==> config.mk <==
export PLATFORM = sky130hd
export DESIGN_NAME = emoc_ctrl
export DESIGN_NICKNAME = d
export VERILOG_FILES = /design/src/emoc_pkg.sv /design/src/emoc_ctrl.sv
export SDC_FILE = /design/constraint.sdc
export NUM_CORES = 1
export LEC_CHECK = 0
export ABC_AREA = 1
export BUFFER_PORTS_ARGS = -buffer_cell sky130_fd_sc_hd__buf_4
export CAP_MARGIN = 10
export CORE_UTILIZATION = 53
export CTS_BUF_LIST = sky130_fd_sc_hd__clkbuf_4 sky130_fd_sc_hd__clkbuf_8
export CTS_CLUSTER_DIAMETER = 150
export DETAILED_ROUTE_END_ITERATION = 10
export HOLD_SLACK_MARGIN = 0.1
export PLACE_DENSITY = 0.82
export SYNTH_ARGS = -nofsm -noshare
export SYNTH_HDL_FRONTEND = slang
export SYNTH_SLANG_ARGS = --single-unit
==> constraint.sdc <==
create_clock -name i_clk -period 1.7 [get_ports i_clk]
set_input_delay 0.085 -clock i_clk [delete_from_list [all_inputs] [get_ports i_clk]]
set_output_delay 0.085 -clock i_clk [all_outputs]
set_load 0.01 [all_outputs]
==> src/emoc_pkg.sv <==
// ----------------------------------------------------------------------------
// emoc_pkg
// Shared types and constants for the extent map with overwrite and coalescing.
// ----------------------------------------------------------------------------
package emoc_pkg;

    localparam int DEF_MAX_EXTENTS = 32;
    localparam int DEF_OFFSET_BITS = 48;
    localparam int ID_W            = 16;
    localparam int CNT_OUT_W       = 6;

    typedef enum logic [1:0] {
        REQ_ADD   = 2'd0,
        REQ_TRUNC = 2'd1,
        REQ_READ  = 2'd2,
        REQ_NONE  = 2'd3
    } t_req;

    typedef enum logic [1:0] {
        IT_OLD   = 2'd0,
        IT_LEFT  = 2'd1,
        IT_NEW   = 2'd2,
        IT_RIGHT = 2'd3
    } t_item;

    typedef enum logic [10:0] {
        S_IDLE = 11'b000_0000_0001,
        S_DISP = 11'b000_0000_0010,
        S_ARD  = 11'b000_0000_0100,
        S_AEV  = 11'b000_0000_1000,
        S_AFIN = 11'b000_0001_0000,
        S_ACOM = 11'b000_0010_0000,
        S_OUT  = 11'b000_0100_0000,
        S_TRD  = 11'b000_1000_0000,
        S_TEV  = 11'b001_0000_0000,
        S_RRD  = 11'b010_0000_0000,
        S_REV  = 11'b100_0000_0000
    } t_state;

    typedef struct packed {
        logic  latch;
        logic  rd_cur;
        logic  rd_top;
        logic  i_inc;
        logic  push;
        t_item item;
        logic  flush;
        logic  commit;
        logic  t_clear;
        logic  t_dec;
        logic  t_trim;
        logic  t_setmax;
        logic  t_zeromax;
        logic  take;
        logic  emit_simple;
        logic  emit_chunk;
        logic  chunk_last;
    } t_cmd;

    typedef struct packed {
        t_req req;
        logic rev;
        logic size_zero;
        logic rlen_zero;
        logic i_eq_used;
        logic used_zero;
        logic found;
        logic o_lt_new;
        logic o_gt_new;
        logic o_s_lt_n;
        logic o_e_gt_n;
        logic t_e_ge;
        logic t_s_ge;
        logic r_e_lt_rs;
        logic r_s_gt_rend;
    } t_sts;

endpackage

==> src/emoc_ctrl.sv <==
// ----------------------------------------------------------------------------
// emoc_ctrl
// Request sequencer: walks the extent table for add, truncate and read.
// ----------------------------------------------------------------------------
module emoc_ctrl
    import emoc_pkg::*;
(
    input  logic i_clk,
    input  logic i_rst_n,
    input  logic i_start,
    input  t_sts i_sts,
    output t_cmd o_cmd,
    output logic o_busy
);
    t_state      r_state, n_state;
    logic        r_placed, n_placed;
    logic [1:0]  r_phase, n_phase;
    t_cmd        cmd;

    always_ff @(posedge i_clk) begin
        if (!i_rst_n) begin
            r_state  <= S_IDLE;
            r_placed <= 1'b0;
            r_phase  <= 2'd0;
        end else begin
            r_state  <= n_state;
            r_placed <= n_placed;
            r_phase  <= n_phase;
        end
    end

    always_comb begin
        cmd      = '0;
        cmd.item = IT_OLD;
        n_state  = r_state;
        n_placed = r_placed;
        n_phase  = r_phase;
        case (r_state)
            S_IDLE: begin
                if (i_start) begin
                    cmd.latch = 1'b1;
                    n_placed  = 1'b0;
                    n_state   = S_DISP;
                end
            end
            S_DISP: begin
                case (i_sts.req)
                    REQ_ADD:   n_state = i_sts.rev ? S_OUT : S_ARD;
                    REQ_TRUNC: begin
                        if (i_sts.size_zero) begin
                            cmd.t_clear = 1'b1;
                            n_state     = S_OUT;
                        end else begin
                            n_state = S_TRD;
                        end
                    end
                    REQ_READ:  n_state = i_sts.rlen_zero ? S_OUT : S_RRD;
                    default:   n_state = S_OUT;
                endcase
            end
            S_ARD: begin
                if (i_sts.i_eq_used) begin
                    n_state = S_AFIN;
                end else begin
                    cmd.rd_cur = 1'b1;
                    n_phase    = 2'd0;
                    n_state    = S_AEV;
                end
            end
            S_AEV: begin
                if (i_sts.o_lt_new) begin
                    cmd.push  = 1'b1;
                    cmd.item  = IT_OLD;
                    cmd.i_inc = 1'b1;
                    n_state   = S_ARD;
                end else if (i_sts.o_gt_new) begin
                    cmd.push = 1'b1;
                    if (!r_placed) begin
                        cmd.item = IT_NEW;
                        n_placed = 1'b1;
                    end else begin
                        cmd.item  = IT_OLD;
                        cmd.i_inc = 1'b1;
                        n_state   = S_ARD;
                    end
                end else begin
                    case (r_phase)
                        2'd0: begin
                            cmd.push = i_sts.o_s_lt_n;
                            cmd.item = IT_LEFT;
                            n_phase  = 2'd1;
                        end
                        2'd1: begin
                            cmd.push = !r_placed;
                            cmd.item = IT_NEW;
                            n_placed = 1'b1;
                            n_phase  = 2'd2;
                        end
                        default: begin
                            cmd.push  = i_sts.o_e_gt_n;
                            cmd.item  = IT_RIGHT;
                            cmd.i_inc = 1'b1;
                            n_state   = S_ARD;
                        end
                    endcase
                end
            end
            S_AFIN: begin
                if (!r_placed) begin
                    cmd.push = 1'b1;
                    cmd.item = IT_NEW;
                    n_placed = 1'b1;
                end else begin
                    cmd.flush = 1'b1;
                    n_state   = S_ACOM;
                end
            end
            S_ACOM: begin
                cmd.commit = 1'b1;
                n_state    = S_OUT;
            end
            S_OUT: begin
                cmd.emit_simple = 1'b1;
                n_state         = S_IDLE;
            end
            S_TRD: begin
                if (i_sts.used_zero) begin
                    cmd.t_zeromax = 1'b1;
                    n_state       = S_OUT;
                end else begin
                    cmd.rd_top = 1'b1;
                    n_state    = S_TEV;
                end
            end
            S_TEV: begin
                if (!i_sts.t_e_ge) begin
                    cmd.t_setmax = 1'b1;
                    n_state      = S_OUT;
                end else if (i_sts.t_s_ge) begin
                    cmd.t_dec = 1'b1;
                    n_state   = S_TRD;
                end else begin
                    cmd.t_trim = 1'b1;
                    n_state    = S_OUT;
                end
            end
            S_RRD: begin
                if (i_sts.i_eq_used) begin
                    cmd.emit_simple = !i_sts.found;
                    cmd.emit_chunk  = i_sts.found;
                    cmd.chunk_last  = 1'b1;
                    n_state         = S_IDLE;
                end else begin
                    cmd.rd_cur = 1'b1;
                    n_state    = S_REV;
                end
            end
            S_REV: begin
                if (!i_sts.found) begin
                    if (i_sts.r_e_lt_rs) begin
                        cmd.i_inc = 1'b1;
                        n_state   = S_RRD;
                    end else if (i_sts.r_s_gt_rend) begin
                        cmd.emit_simple = 1'b1;
                        n_state         = S_IDLE;
                    end else begin
                        cmd.take  = 1'b1;
                        cmd.i_inc = 1'b1;
                        n_state   = S_RRD;
                    end
                end else if (!i_sts.r_s_gt_rend) begin
                    cmd.emit_chunk = 1'b1;
                    cmd.take       = 1'b1;
                    cmd.i_inc      = 1'b1;
                    n_state        = S_RRD;
                end else begin
                    cmd.emit_chunk = 1'b1;
                    cmd.chunk_last = 1'b1;
                    n_state        = S_IDLE;
                end
            end
            default: n_state = S_IDLE;
        endcase
    end

    assign o_cmd  = cmd;
    assign o_busy = (r_state != S_IDLE);
endmodule

==> run metrics, run 1 <==
total number of vias=roughly 1600; Storage cell area=292 um2; Final WS setup=-108 ps; Top Usage Layer GRT=met2; RSZ-0062 raised after global routing=yes; final period utilization=106%; clock tree from TritonCTS=done; final core utilization=86.0%; worst vdd ir=between 1 and 1.5 mV; Core ar.=around 2200 um2; Post-Syn Instances=200; CP Max Fanout=7; Initial Util=between 50 and 60%; Total Routed Length=4260 um; H-tree Lvls=1; # IOs=38; standard-cell rows=17; GP Congestion=0.917; CTS Buffer Depth=2; met3 Usage GRT=2.78%; Synth top area share=22.9%; Final min period=1810 ps; grt ovf=0; cells along the critical path=nor2_2 > nand2_2 > nor2_4 > nand4_1 > o21ai_1 > nand3_1 > nand2_1 > buf_4; largest net degree at the start of global routing=13; Pins Over Slew Limit=0; P_leak=1.02 nW; Pre-antenna DRT Iters=4; share of post-route cells with drive strength above 1=40.2%; CP max stage delay=340 ps; Total Power=0.00198 W; syn nets=219; die footprint=~2500 um2; cts bufs inserted=3; share of the yosys chip area belonging to registers=a little under a quarter; routing usage on met2=a little under three fifths; final number of setup-violating endpoints=8; Crit Path Class=flop to output port; # port buffers=37; clk root buf=clkbuf_4; fillers=114; pwr dens=roughly 1100 nW/um2; arrival time of the worst setup path=1720 ps; Unique masters post-synth=26; #FFs+latches synth=14; violated checks=negative setup slack; Post-Place Cells=263; Vias/cell=about 5.5; Final HPWL DP=2620 um; Layout Skew=2.24 ps; top post-synthesis cells by area=dfxtp_1 (23%), inv_1 (12%), nand3_1 (10%); Fin. Hold Viols=0; clock slew at reported path FFs=90 ps; Remaining DRCs=0; Die Y=50.0 um; status=finished with violations; Final Net Count=286; crit start category=flop; vias in the first global route=around 1400; delay-heaviest family, CP=simple AND/OR/NAND/NOR gates; fmax=553 MHz; Cell Area, Synth=1220 um2; clk sinks=14; Layout Cells excl Fill=294; Antenna Cells=0; sum of buffers and inverters on the critical path=1; detailed router's first-iteration violation count=61; HP Class=primary input to flop; Ys Warns=0; first-pass GRT wire length=6040 um; wire per inst=14.5 um; area of the multi-input gates=between 800 and 900 um2; Final ANT Viol Nets=0; area leader, netlist=dfxtp_1; met1 Track Usage GR=about two fifths; worst-margin pin slew=roughly 390 ps; area grow syn2layout=54.1%; max-cap violations=0; CP max-delay cell=dfxtp_2; Slew headroom=74.0%; Die W=50.0 um; initial antenna violation count=0; Overall Global Routing Usage=31.4%; Avg Cell Area, Syn=6.11 um2; CP required=1620 ps; Crit. End Element=output port; Worst-Skew Late Latency=around 290 ps
flip-flops by register name, summed over array words and instances, names as in the netlist:
signal	count
r_state	11
r_placed	1
r_phase	2
power by group:
part / switching, W / internal (W)
Clock: 0.000125 / 0.000131
Combinational: 0.000704 / 0.000573
Sequential: 0.0000589 / 0.000390
routing by layer:
metal	vias up	part of all wire, %
li1	776	-
met2	67	53
met3	13	4.6
met5	-	0
met4	0	2.3
met1	750	40
cell type report:
cell class,count,area share (%)
clock buffers,4,1.93
inverters,41,8.17
multi-input cells,143,45.5
flip-flops and latches,14,15.5
well taps,28,1.86
repair buffers,64,27.1
final timing paths:
kind                                   to  cells after the start                    start  slack (ps)
hold / removal    r_state[2]$_SDFFE_PN0P_                      5                i_sts[13]         200
setup / recovery                 o_cmd[2]                      8  r_state[2]$_SDFFE_PN0P_        -110
setup reg to reg  r_state[6]$_SDFFE_PN0P_                     11  r_state[4]$_SDFFE_PN0P_          40
hold reg to reg     r_placed$_SDFFE_PN0P_                      2    r_placed$_SDFFE_PN0P_         530
synthesized netlist by cell type, drive strengths merged:
master	number
inv	41
nand2	39
nor2	36
nand3	27
dfxtp	14
o21ai	11
nand4	10
nor3	6
nand3b	5
a21oi	4
nor3b	2
and3	1
buf	1
clkbuf	1
o21a	1
or2	1
cell usage in the layout (no fill, tap or decap), types with 5 or more instances in the layout:
cell type / n
nand4_1: 9
o21ai_1: 5
dfxtp_2: 6
nand3b_1: 5
nor2_4: 7
nor2_1: 24
nand2_4: 6
buf_4: 57
inv_1: 37
nand3_1: 22
nand2_1: 32
dfxtp_1: 7
cell families (layout without fill, tap and decap cells):
kind of cell,count (synthesis),in the layout,synth area share [%]
AND/OR/NAND/NOR,127,127,55.6
buffers and inverters,43,109,14.4
AO/OA/AOI/OAI,16,16,7.06
flip-flops,14,14,22.9
worst reg2reg max path, stage by stage, from the launching register on:
cell and delay, ps:
dfxtp_2 360, nor2_4 140, nand2_4 80, buf_12 130, nor2_8 110, buf_6 150, buf_4 120, nand4_1 90
nand4_2 130, inv_2 90, nand3_1 100, inv_1 40
repair_timing:
| item | 4_1_cts | 5_1_grt |
|---|---|---|
| pin swaps | 8 | 14 |
| setup buffers | 8 | 15 |
| setup endpoints to repair | 5 | 13 |
| hold buffers | 4 | 0 |
| endpoints found under the hold margin | 5 | 0 |
| gates resized for setup | 6 | 30 |
per-stage QoR:
step                      setup TNS [ps]  setup slack (ps)  instance area (um2)  hold slack, ps
after floorplan                        0               416                 1220             164
after global placement                 0               247                 1510             297
after detailed placement               0               199                 1510             303
after CTS                          -18.4             -18.4                 1660             202
after global routing               -1280              -215                 1880             185
final                               -365              -108                 1880             199
(Power assumes the default switching activity.)
==> run 2: changes to the inputs <==
--- a/config.mk
+++ b/config.mk
@@ -8,12 +8,11 @@
 export ABC_AREA = 1
 export BUFFER_PORTS_ARGS = -buffer_cell sky130_fd_sc_hd__buf_4
 export CAP_MARGIN = 10
-export CORE_UTILIZATION = 53
+export CORE_UTILIZATION = 40
 export CTS_BUF_LIST = sky130_fd_sc_hd__clkbuf_4 sky130_fd_sc_hd__clkbuf_8
 export CTS_CLUSTER_DIAMETER = 150
 export DETAILED_ROUTE_END_ITERATION = 10
 export HOLD_SLACK_MARGIN = 0.1
-export PLACE_DENSITY = 0.82
 export SYNTH_ARGS = -nofsm -noshare
 export SYNTH_HDL_FRONTEND = slang
 export SYNTH_SLANG_ARGS = --single-unit
==> constraint.sdc (replaced) <==
create_clock -name i_clk -period 1.7 [get_ports i_clk]
set_input_delay 0.17 -clock i_clk [delete_from_list [all_inputs] [get_ports i_clk]]
set_output_delay 0.17 -clock i_clk [all_outputs]
set_load 0.01 [all_outputs]
==> run metrics, run 2 (synthesized netlist as in run 1, its figures left out) <==
most common cell after layout, fill and taps aside=buf_4; final core utilization=70.0%; Place WS=165 ps; area grow syn2layout=61.9%; status=finished with violations; Placed Area=1530 um2; clk sinks=14; initial antenna violation count=0; Pre-antenna DRT Iters=7; Pins Over Slew Limit=0; H-tree Lvls=1; Final min period=around 1800 ps; wire per inst=between 10 and 15 um; clock tree from TritonCTS=done; Die W=57.3 um; share of post-route cells with drive strength above 1=a little under half; CTS Buffer Depth=2; clock slew at reported path FFs=around 100 ps; max reg flops=11; fmax=550 MHz; post-route cell area=1980 um2; cts bufs inserted=3; max-cap violations=0; GP Congestion=~0.94; total number of vias=1553; CP Max Fanout=6; detailed router's first-iteration violation count=82; Worst-Skew Late Latency=around 290 ps; standard-cell rows=19; grt ovf=0; Fin. Hold Viols=0; final number of setup-violating endpoints=11; Vias/cell=5.25; Remaining DRCs=3; # IOs=38; # port buffers=37; Final ANT Viol Nets=0; most flop-heavy register=r_state; Final Net Count=285; largest net degree at the start of global routing=13; Total Routed Length=4070 um; Final HPWL DP=around 2800 um; vias in the first global route=around 1400; arrival time of the worst setup path=approximately 1700 ps; HP Class=primary input to flop; clk root buf=clkbuf_4; violated checks=design-rule violations, negative setup slack; Core ar.=2830 um2; pwr dens=1020 nW/um2; Crit Path Class=flop to output port; Layout Skew=4.57 ps; first-pass GRT wire length=6110 um; P_leak=1.03 nW; worst vdd ir=about 0.72 mV; Initial Util=43.2%; die footprint=3280 um2; TNS Setup=-880 ps; Antenna Cells=0; crit start category=flop; Crit. End Element=output port; Largest regs=r_state: 11 flops, r_phase: 2 flops, r_placed: 1 flops; RSZ-0062 raised after global routing=yes; Overall Global Routing Usage=23.9%; Die Y=57.3 um; most frequent cells in the layout=buf_4 (54), inv_1 (35), nand2_1 (31); worst-margin pin slew=369 ps; final period utilization=107%; Final WS setup=-117 ps; Slew headroom=roughly three quarters; CP required=1530 ps
-- run 2: cell types whose count changed in the layout (fill, tap and decap cells not counted), moves of 2 or more --
cell,previous run,this run
nor3b_2,0,2
nand3_2,3,5
buf_4,57,54
buf_6,2,7
nor3_2,2,4
dlygate4sd3_1,4,1
nand3_1,22,19
nor3b_1,2,0
nor3_1,4,1
nor2_1,24,22
inv_1,37,35
-- run 2: stage by stage --
stage	std cells	hold slack (ps)	power (W)
2_1_floorplan	200	249	0.00108
3_3_place_gp	268	384	0.00133
3_5_place_dp	268	390	0.00134
4_1_cts	285	139	0.00168
5_1_grt	296	149	0.00216
6_report	296	133	0.00202
-- run 2: area by class of cell --
type                       count  area [um2]
multi-input combinational    143         936
tap                           31        38.8
fill                         232         850
sequential                    14         295
clock buffer                   4        36.3
timing repair buffer          63         514
inverter                      41         159
-- run 2: metal layers --
layer | up-vias | GRT usage [%] | routed length [um]
met4 | 0 | 8.36 | 105
met5 | - | 0 | 0
li1 | 774 | - | -
met1 | 708 | 27.4 | 1700
met3 | 12 | 5.44 | 187
met2 | 59 | 43.4 | 2090
-- run 2: final timing paths --
check	to	slack [ps]	from	depth (start not counted)
setup / recovery	o_cmd[7]	-120	r_state[3]$_SDFFE_PN0P_	8
setup reg to reg	r_state[0]$_SDFFE_PN1P_	-110	r_state[3]$_SDFFE_PN0P_	13
hold reg to reg	r_placed$_SDFFE_PN0P_	560	r_placed$_SDFFE_PN0P_	2
hold / removal	r_state[8]$_SDFFE_PN0P_	130	i_sts[9]	4
-- run 2: critical path, stage by stage (launching register included) --
cell and delay, ps:
dfxtp_1 360, nor2_4 110, nand2_2 90, nor2_4 180
buf_6 130, nand3_4 80, or2_4 260, inv_2 50
buf_6 90
-- run 2: power breakdown --
part	total [W]	internal [W]	switching, W
Sequential	0.000459	0.000391	0.0000682
Clock	0.000262	0.000130	0.000132
Combinational	0.00130	0.000574	0.000723
Total	0.00202	0.00110	0.000923
-- run 2: what timing repair did --
item	in CTS	in global routing
setup endpoints to repair	12	21
buffers inserted	12	11
hold buffers	1	0
resized for setup	17	46
endpoints found under the hold margin	1	0
pin swaps	7	16
